==> src/sv/assert_macros.svh <==
// Assertion helpers for the RTL, included by array_mode_by_merge_sort_core.
// Every check samples on the rising edge of i_clk and is disabled while
// i_rst_n is low.
`ifndef ASSERT_MACROS_SVH
`define ASSERT_MACROS_SVH

// Check that a condition holds at every sampled clock edge.
`define ASSERT_ALWAYS(label, cond, msg) \
    label: assert property (@(posedge i_clk) disable iff (!i_rst_n) (cond)) \
        else $error(msg);

// Check that the consequent holds in the same cycle as the antecedent.
`define ASSERT_IMPLIES(label, ante, cons, msg) \
    label: assert property (@(posedge i_clk) disable iff (!i_rst_n) \
        (ante) |-> (cons)) else $error(msg);

// Check that the consequent holds in the cycle after the antecedent.
`define ASSERT_NEXT(label, ante, cons, msg) \
    label: assert property (@(posedge i_clk) disable iff (!i_rst_n) \
        (ante) |=> (cons)) else $error(msg);

`endif

==> src/sv/amms_ram.sv <==
// ----------------------------------------------------------------------------
// amms_ram
// Simple dual-port RAM: one write port, one read port, registered read data.
// ----------------------------------------------------------------------------
module amms_ram #(
    parameter int WIDTH = 32,
    parameter int DEPTH = 64
) (
    input  logic                     i_clk,
    input  logic                     i_we,
    input  logic [$clog2(DEPTH)-1:0] i_waddr,
    input  logic [WIDTH-1:0]         i_wdata,
    input  logic                     i_re,
    input  logic [$clog2(DEPTH)-1:0] i_raddr,
    output logic [WIDTH-1:0]         o_rdata
);

    logic [WIDTH-1:0] r_mem [DEPTH];
    logic [WIDTH-1:0] r_rdata;

    always_ff @(posedge i_clk) begin
        if (i_we) begin
            r_mem[i_waddr] <= i_wdata;
        end
        if (i_re) begin
            r_rdata <= r_mem[i_raddr];
        end
    end

    assign o_rdata = r_rdata;

endmodule

==> config.mk <==
export PLATFORM = sky130hd
export DESIGN_NAME = amms_ram
export DESIGN_NICKNAME = d
export VERILOG_FILES = /design/src/sv/assert_macros.svh /design/src/sv/amms_ram.sv
export SDC_FILE = /design/constraint.sdc
export NUM_CORES = 2
export LEC_CHECK = 0
export BUFFER_PORTS_ARGS = -buffer_cell sky130_fd_sc_hd__buf_4
export CAP_MARGIN = 25
export CORE_UTILIZATION = 50
export CTS_BUF_LIST = sky130_fd_sc_hd__clkbuf_8
export CTS_CLUSTER_DIAMETER = 50
export DETAILED_ROUTE_END_ITERATION = 8
export PLACE_DENSITY_LB_ADDON = 0.2
export SETUP_SLACK_MARGIN = 0.5
export SYNTH_ARGS = -nofsm -noshare
export SYNTH_HDL_FRONTEND = slang
export SYNTH_SLANG_ARGS = --single-unit
==> constraint.sdc <==
create_clock -name i_clk -period 4.4 [get_ports i_clk]
set_input_delay 0.88 -clock i_clk [delete_from_list [all_inputs] [get_ports i_clk]]
set_output_delay 0.88 -clock i_clk [all_outputs]
set_load 0.005 [all_outputs]
==> results by group <==
Yosys
  – Yosys top cell by area: edfxtp_1
  – Mapped Area: 0.07884 mm2
  – Synth Flop Type: edfxtp_1
  – EDFF count, synth: about 2.1k
  – Async SR Flop Fraction: 0%
  – Synthesized Nets: between 3k and 4k
  – Synth Register Bits: 2080
  – Synth top area share: 79.23%
  – Synth Warn #: 0
  – Largest cells by area after synthesis: edfxtp_1, mux4_2, mux2i_1
  – Seq/Total Area, Yosys: about four fifths
  – Synth Instances: 3324
  – Synthesized area per cell: 23.72 um2
  – Yosys cell types: 33

Clock network
  – Total CTS buffers: 340
  – Later-pin clock latency in the skew report: ~1.0 ns
  – Clk buf depth: 4
  – Post-CTS Setup Bufs: 0
  – Clk sink count: approximately 2.1k
  – CTS tree: yes
  – Clock transition at path regs: 0.06 ns
  – Hold-fix buffers, CTS: 0
  – H-Tree Depth: 5
  – CTS root buf: clkbuf_8
  – Post-cts sizing count: 0

Global routing
  – First-pass GRT wire length: 294.3 mm
  – Largest net degree at the start of global routing: 81
  – Initial antenna violation count: 7
  – Vias in the first global route: 39.36k
  – Gr ovfl total: 0
  – GRT Total Usage: 26.83%

Setup path
  – Crit-path max cell delay: 0.59 ns
  – WP data required: 5.13 ns
  – Crit. End Element: flop
  – Startpoint Class: input pin
  – Critical-path cell list: buf_8 -> buf_12 -> buf_12 -> mux4_2 -> mux4_2 -> o22ai_1 -> nor2_1
  – Setup CP Type: in -> reg
  – Crit path DAT: 3.79 ns
  – CP max stage cell: mux4_2
  – CP Max Fanout: 62
  – R2R setup slack: 1.89 ns

STA
  – Fmax: 326.8 MHz
  – Final min period: 3.060 ns
  – Unrepaired setup endpoints after global routing: no
  – Max Transition Viols Final: 0
  – Final hold violation count: 0
  – Setup TNS: 0 ns
  – Worst-Margin Slew: 1.113 ns
  – Clock Skew: 0.04620 ns
  – Final clock period utilization by the worst path: 69.55%
  – Worst rel slew slack: between 20% and 30%
  – Final setup viols: 0

Placed design
  – GP Congestion: 0.8261
  – HPWL Detailed: ~110 mm
  – PortBufs: 78
  – Placed instance count: 5453
  – Post-DP Area: 0.08318 mm2

Cells and area
  – Share of layout cells above drive strength 1: between 30% and 40%
  – Cell area after layout: 0.08918 mm2
  – Post-route non-filler standard cell count: 6038
  – Commonest cells after routing, fill and taps aside: edfxtp_1, mux4_2, clkbuf_8
  – Commonest non-fill, non-tap cell in the layout: edfxtp_1
  – Syn-to-layout area delta: 13.12%
  – Final Util: 57.02%
  – Post-layout nets: 3785
  – Fill count: 11.31k

Flow run
  – MaxCap Viol Count: 0

Detailed routing
  – DR iter-0 viols: 4992
  – Drc violations: 0
  – DR WL/cell: between 30 and 40 um
  – Vias/cell: around 6.4
  – Routed WL: 211.2 mm
  – Routed Antenna Nets: 0
  – Vias: slightly below 40k
  – First drt pass iteration count: 5

Power and ir drop
  – Leakage: 28.21 nW
  – Pwr Density: around 440 mW/mm2
  – Overall power: between 0.03 and 0.04 W
  – Worst VDD drop: between 0.0003 and 0.0004 V

Floorplan
  – Count of pins on the block boundary: 79
  – Core box area: 0.1564 mm2
  – Die span in x: 399.1 um
  – Die area: 0.1593 mm2
  – Cell Rows: approximately 150
  – Initial core utilization: between 50 and 60%
  – Die H: 399.1 um

Outcome
  – Outcome: completed

Min path
  – Min-delay worst type: in -> reg
[final cells by class]
| type | count | area [um2] | area share (%) |
|---|---|---|---|
| Clock buffer | 350 | 4817 | 5.402 |
| Tap cell | 2058 | 2575 | 2.887 |
| Multi-Input combinational cell | 1062 | 15980 | 17.92 |
| Clock inverter | 232 | 1144 | 1.282 |
| Timing Repair Buffer | 254 | 2200 | 2.467 |
| Sequential cell | 2080 | 62460 | 70.04 |
| Antenna cell | 2 | 5.005 | 0.005612 |
[worst max-delay path: cells and delay by family]
kind / cells / cell delay (ns)
AO/OA/AOI/OAI: 1 / 0.49
buffers and inverters: 3 / 1.02
multiplexers: 2 / 1.09
AND/OR/NAND/NOR: 1 / 0.15
[cell families after synthesis]
| family | share of synthesized area, % |
|---|---|
| flops | 79.23 |
| mux | 16.72 |
| simple gates | 1.260 |
| compound gates | 1.666 |
| buf+inv | 1.124 |
[metrics by stage]
stage	setup WS (ns)	hold WS [ns]
global placement	0.3088	0.8424
CTS	1.374	0.3133
detailed placement	0.2690	0.8565
finish	1.340	0.3898
global route	1.306	0.3566
floorplan	0.8681	0.7502
[state kept, by name (all words and copies together), names as in the netlist]
name / cells
r_mem: 2048
o_rdata: 32
[power breakdown]
group          switching [W]  internal, W  total (W)
registers          0.0000787       0.0220     0.0221
clock network        0.00733      0.00780     0.0151
logic                0.00126     0.000775    0.00203
total                0.00867       0.0306     0.0392
[layer usage]
| layer | track usage, % | part of all wire [%] | wire length [um] |
|---|---|---|---|
| met3 | 5.775 | 10 | 21360 |
| met5 | 0 | 0.016 | 34 |
| met1 | 37.92 | 39 | 82270 |
| met4 | 8.227 | 2.7 | 5634 |
| met2 | 42.31 | 48 | 101900 |
[final timing paths]
check / start / end / depth (start not counted)
hold reg to reg: r_mem[12][20]$_DFFE_PP_ / o_rdata[20]$_DFFE_PP_ / 4
setup / recovery: i_raddr[0] / o_rdata[30]$_DFFE_PP_ / 7
hold / removal: i_wdata[29] / r_mem[49][29]$_DFFE_PP_ / 1
setup reg to reg: r_mem[29][25]$_DFFE_PP_ / o_rdata[25]$_DFFE_PP_ / 4
[synth_stat cells (all sizes together) (12+ instances only)]
master	count
nand2	26
o22ai	84
clkbuf	74
buf	108
a22oi	12
o221ai	27
a21oi	62
nor2b	15
mux4	544
edfxtp	2080
mux2i	93
nor2	137
(Power assumes the default switching activity.)
