$ cat src/sv/assert_macros.svh
// Assertion helpers for the RTL, included by array_mode_by_merge_sort_core.
// Every check samples on the rising edge of i_clk and is disabled while
// i_rst_n is low.
`ifndef ASSERT_MACROS_SVH
`define ASSERT_MACROS_SVH

// Check that a condition holds at every sampled clock edge.
`define ASSERT_ALWAYS(label, cond, msg) \
    label: assert property (@(posedge i_clk) disable iff (!i_rst_n) (cond)) \
        else $error(msg);

// Check that the consequent holds in the same cycle as the antecedent.
`define ASSERT_IMPLIES(label, ante, cons, msg) \
    label: assert property (@(posedge i_clk) disable iff (!i_rst_n) \
        (ante) |-> (cons)) else $error(msg);

// Check that the consequent holds in the cycle after the antecedent.
`define ASSERT_NEXT(label, ante, cons, msg) \
    label: assert property (@(posedge i_clk) disable iff (!i_rst_n) \
        (ante) |=> (cons)) else $error(msg);

`endif

$ cat src/sv/amms_pkg.sv
// ----------------------------------------------------------------------------
// amms_pkg
// Shared types and constants of the mode-by-merge-sort core.
// ----------------------------------------------------------------------------
package amms_pkg;

    // Sequencer states of the core.
    typedef enum logic [2:0] {
        ST_LOAD,
        ST_SEG,
        ST_PRIME0,
        ST_PRIME1,
        ST_MERGE,
        ST_SCAN,
        ST_DONE
    } t_state;

    // Control of the run-length scanner, one element per strobe.
    typedef struct packed {
        logic vld;
        logic first;
    } t_scan_ctl;

    localparam int OUT_CNT_W = 7;
    localparam logic [OUT_CNT_W-1:0] COUNT_SAT = 7'd127;

endpackage

$ cat src/sv/amms_scan.sv
// ----------------------------------------------------------------------------
// amms_scan
// Run-length tracker over a sorted stream; keeps the longest run seen.
// ----------------------------------------------------------------------------
module amms_scan
    import amms_pkg::*;
#(
    parameter int VALUE_WIDTH = 32,
    parameter int CNT_WIDTH   = 7
) (
    input  logic                   i_clk,
    input  t_scan_ctl              i_ctl,
    input  logic [VALUE_WIDTH-1:0] i_data,
    output logic [VALUE_WIDTH-1:0] o_mode_value,
    output logic [CNT_WIDTH-1:0]   o_mode_run
);

    logic [VALUE_WIDTH-1:0] r_cur, n_cur;
    logic [VALUE_WIDTH-1:0] r_best, n_best;
    logic [CNT_WIDTH-1:0]   r_run, n_run;
    logic [CNT_WIDTH-1:0]   r_best_run, n_best_run;

    always_comb begin
        n_cur      = r_cur;
        n_best     = r_best;
        n_run      = r_run;
        n_best_run = r_best_run;
        if (i_ctl.vld) begin
            if (i_ctl.first) begin
                n_cur      = i_data;
                n_best     = i_data;
                n_run      = CNT_WIDTH'(1);
                n_best_run = CNT_WIDTH'(1);
            end else if (i_data == r_cur) begin
                n_run = r_run + CNT_WIDTH'(1);
            end else begin
                // strict compare: the earlier (smaller) value keeps a tie
                if (r_run > r_best_run) begin
                    n_best_run = r_run;
                    n_best     = r_cur;
                end
                n_cur = i_data;
                n_run = CNT_WIDTH'(1);
            end
        end
    end

    always_ff @(posedge i_clk) begin
        r_cur      <= n_cur;
        r_best     <= n_best;
        r_run      <= n_run;
        r_best_run <= n_best_run;
    end

    // close the final run
    assign o_mode_value = (r_run > r_best_run) ? r_cur : r_best;
    assign o_mode_run   = (r_run > r_best_run) ? r_run : r_best_run;

endmodule

$ cat config.mk
export PLATFORM = sky130hd
export DESIGN_NAME = amms_scan
export DESIGN_NICKNAME = d
export VERILOG_FILES = /design/src/sv/assert_macros.svh /design/src/sv/amms_pkg.sv /design/src/sv/amms_scan.sv
export SDC_FILE = /design/constraint.sdc
export NUM_CORES = 1
export LEC_CHECK = 0
export ABC_AREA = 1
export BUFFER_PORTS_ARGS = -buffer_cell sky130_fd_sc_hd__buf_2
export CAP_MARGIN = 20
export CORE_MARGIN = 5
export CORE_UTILIZATION = 61
export DETAILED_ROUTE_END_ITERATION = 10
export PLACE_DENSITY = 0.84
export SKIP_CTS_REPAIR_TIMING = 1
export SLEW_MARGIN = 40
export SYNTH_ARGS = -nofsm -noshare
export SYNTH_HDL_FRONTEND = slang
export SYNTH_SLANG_ARGS = --single-unit
$ cat constraint.sdc
create_clock -name i_clk -period 12.6 [get_ports i_clk]
set_input_delay 1.26 -clock i_clk [delete_from_list [all_inputs] [get_ports i_clk]]
set_output_delay 1.26 -clock i_clk [all_outputs]
set_load 0.1 [all_outputs]
==> impl_metrics.env <==
export IMPL_ys_seq_elements=78
export IMPL_syn_inst=549
export IMPL_post_dp_hpwl_mm=6.847
export IMPL_dieWidth_um=95.97
export IMPL_yosys_warnings=0
export IMPL_cap_violations=0
export IMPL_core_area_mm2=0.007214
export IMPL_mostFrequentLayoutCell="nand2_1"
export IMPL_fin_skew_ns=0.005689
export IMPL_antenna_found_initial=0
export IMPL_rrSetupSlack_ns=9.77
export IMPL_min_period_ns=4.617
export IMPL_critical_path_class="flip-flop to output port"
export IMPL_drt_initial_drc_count=188
export IMPL_grt_overflow_total=0
export IMPL_first_pass_iters=5
export IMPL_most_common_layout_cells="nand2_1, inv_1, edfxtp_1"
export IMPL_finalSetupTns_ns=0
export IMPL_first_global_vias=3640
export IMPL_clk_pin_slew_ns=0.08
export IMPL_drv_slew=0
export IMPL_fp_row_count=31
export IMPL_setup_ws_ns=7.983
export IMPL_placedCellCount=706
export IMPL_synth_fp_nets=592
export IMPL_cts_sinks=78
export IMPL_cts_tree="yes"
export IMPL_grt_total_usage_pct=23.44
export IMPL_synth_avg_cell_area_um2=8.211
export IMPL_num_vias=3699
export IMPL_ant_nets=0
export IMPL_finalPower_mw=0.8130
export IMPL_cp_data_arrival_time_ns=3.36
export IMPL_grt_max_degree=65
export IMPL_portBuffers=73
export IMPL_grt_pass1_wl_mm=16.71
export IMPL_nFillCells=586
export IMPL_drc=0
export IMPL_crit_required_ns=11.34
export IMPL_drt_total_wl_mm=10.02
export IMPL_status="complete, no violations"
export IMPL_cts_made_buffers=9
export IMPL_start_util_pct=62.49
export IMPL_setup_viol=0
export IMPL_seq_area_frac_synth_pct=51.96
export IMPL_cts_max_path_buffers=2
export IMPL_place_congestion=0.8823
export IMPL_clock_latency_ns=0.34
export IMPL_die_h_um=95.97
export IMPL_cts_root_buf="clkbuf_8"
export IMPL_rsz0062_at_grt="false"
export IMPL_startpoint_type="flip-flop"
export IMPL_layout_drive_gt1_share_pct=14.98
export IMPL_maxSlewHeadroom_pct=44.61
export IMPL_synth_cell_types=25
export IMPL_vias_per_cell=5.138
export IMPL_syn_area_mm2=0.004508
export IMPL_wl_per_cell_um=13.92
export IMPL_final_net_count=661
export IMPL_n_antenna_cell=0
export IMPL_worst_pin_slew_ns=0.8308
export IMPL_hold_class="flip-flop to flip-flop"
export IMPL_crit_path_end_kind="output port"
export IMPL_powerDensity_mw_per_mm2=159.2
export IMPL_p_leak_nw=2.542
export IMPL_dieArea_mm2=0.009209
export IMPL_dp_slack_ns=8.149
export IMPL_ios=74
export IMPL_finalCritPeriodShare_pct=36.64
export IMPL_cp_max_fo=43
export IMPL_hold_ws_ns=0.5979
export IMPL_peakVddDrop_mv=0.08997
export IMPL_syn_to_final_growth_pct=13.29
export IMPL_instances_no_fill=720
export IMPL_finalHoldViolCount=0
export IMPL_htreeDepth=3
export IMPL_max_freq_ghz=0.2166
[final timing paths]
kind / start / endpoint / cells past startpoint
max: r_run[2] / o_mode_value[9] / 9
min: r_best_run[0] / r_best_run[0] / 2
max reg2reg: r_run[2] / r_best_run[3] / 8
min reg2reg: r_best_run[0] / r_best_run[0] / 2
[cell type report]
class,count,area [um^2],area share (%)
sequential,78,2342,45.86
multi-input combinational,359,1735,33.98
timing repair buffer,75,380.4,7.447
inverter,95,356.6,6.982
clock buffer,11,131.4,2.572
tap,99,123.9,2.425
clock inverter,3,37.54,0.7349
[cell usage after synthesis, drive strengths merged]
cell type	number	area, um^2
nand4	2	18.77
xnor2	10	87.58
a21o	1	7.510
nand2	185	699.4
a21oi	3	15.01
nand3b	8	60.06
nor3	7	35.03
edfxtp	78	2342
nand3	62	310.3
and2	32	200.2
o21ai	10	50.05
or2	2	12.51
inv	95	356.6
xor2	3	26.28
ha	8	100.1
clkbuf	7	26.28
nor2	26	100.1
buf	10	60.05
[power by group]
| group | switching, mW | internal, mW | total (mW) |
|---|---|---|---|
| logic | 0.260 | 0.0578 | 0.318 |
| clock network | 0.0865 | 0.0884 | 0.175 |
| registers | 0.00817 | 0.312 | 0.320 |
[sequential cells by signal, summed over array words and instances, names as in the netlist]
name,flops
r_cur,32
r_best,32
r_best_run,7
r_run,7
[critical path, stage by stage (launching register included)]
cell,delay [ns]
edfxtp_1,0.48
ha_1,0.38
nand2_1,0.07
o21ai_1,0.11
nand2_1,0.08
nand2_2,0.54
nand2_4,0.48
nand2_1,0.23
and2_1,0.18
buf_2,0.43
[logic make-up (layout without fill, tap and decap cells)]
logic type,Yosys count,count (layout),synth area share [%]
and+or+nand+nor,324,324,31.86
buffers and inverters,112,184,9.825
DFF,78,78,51.96
AOI/OAI and AO/OA,14,14,1.610
xor gates and xnor gates,13,13,2.526
adders and majority gates,8,8,2.220
[stage by stage]
stage	cell area, um^2	util [%]
after floorplan	4508	-
after global placement	4933	68.38
after detailed placement	4933	68.38
after CTS	5102	70.72
after global routing	5107	70.79
final	5107	70.79
[layer usage]
layer	vias to the layer above	GRT usage, %	wire (um)	part of all wire [%]
li1	1863	-	-	-
met1	1662	32.36	4209	42
met2	163	37.81	4794	48
met3	11	3.597	874	8.7
met4	0	8.175	146	1.5
met5	-	0	0	0
Power figures use the tool's default switching activity.
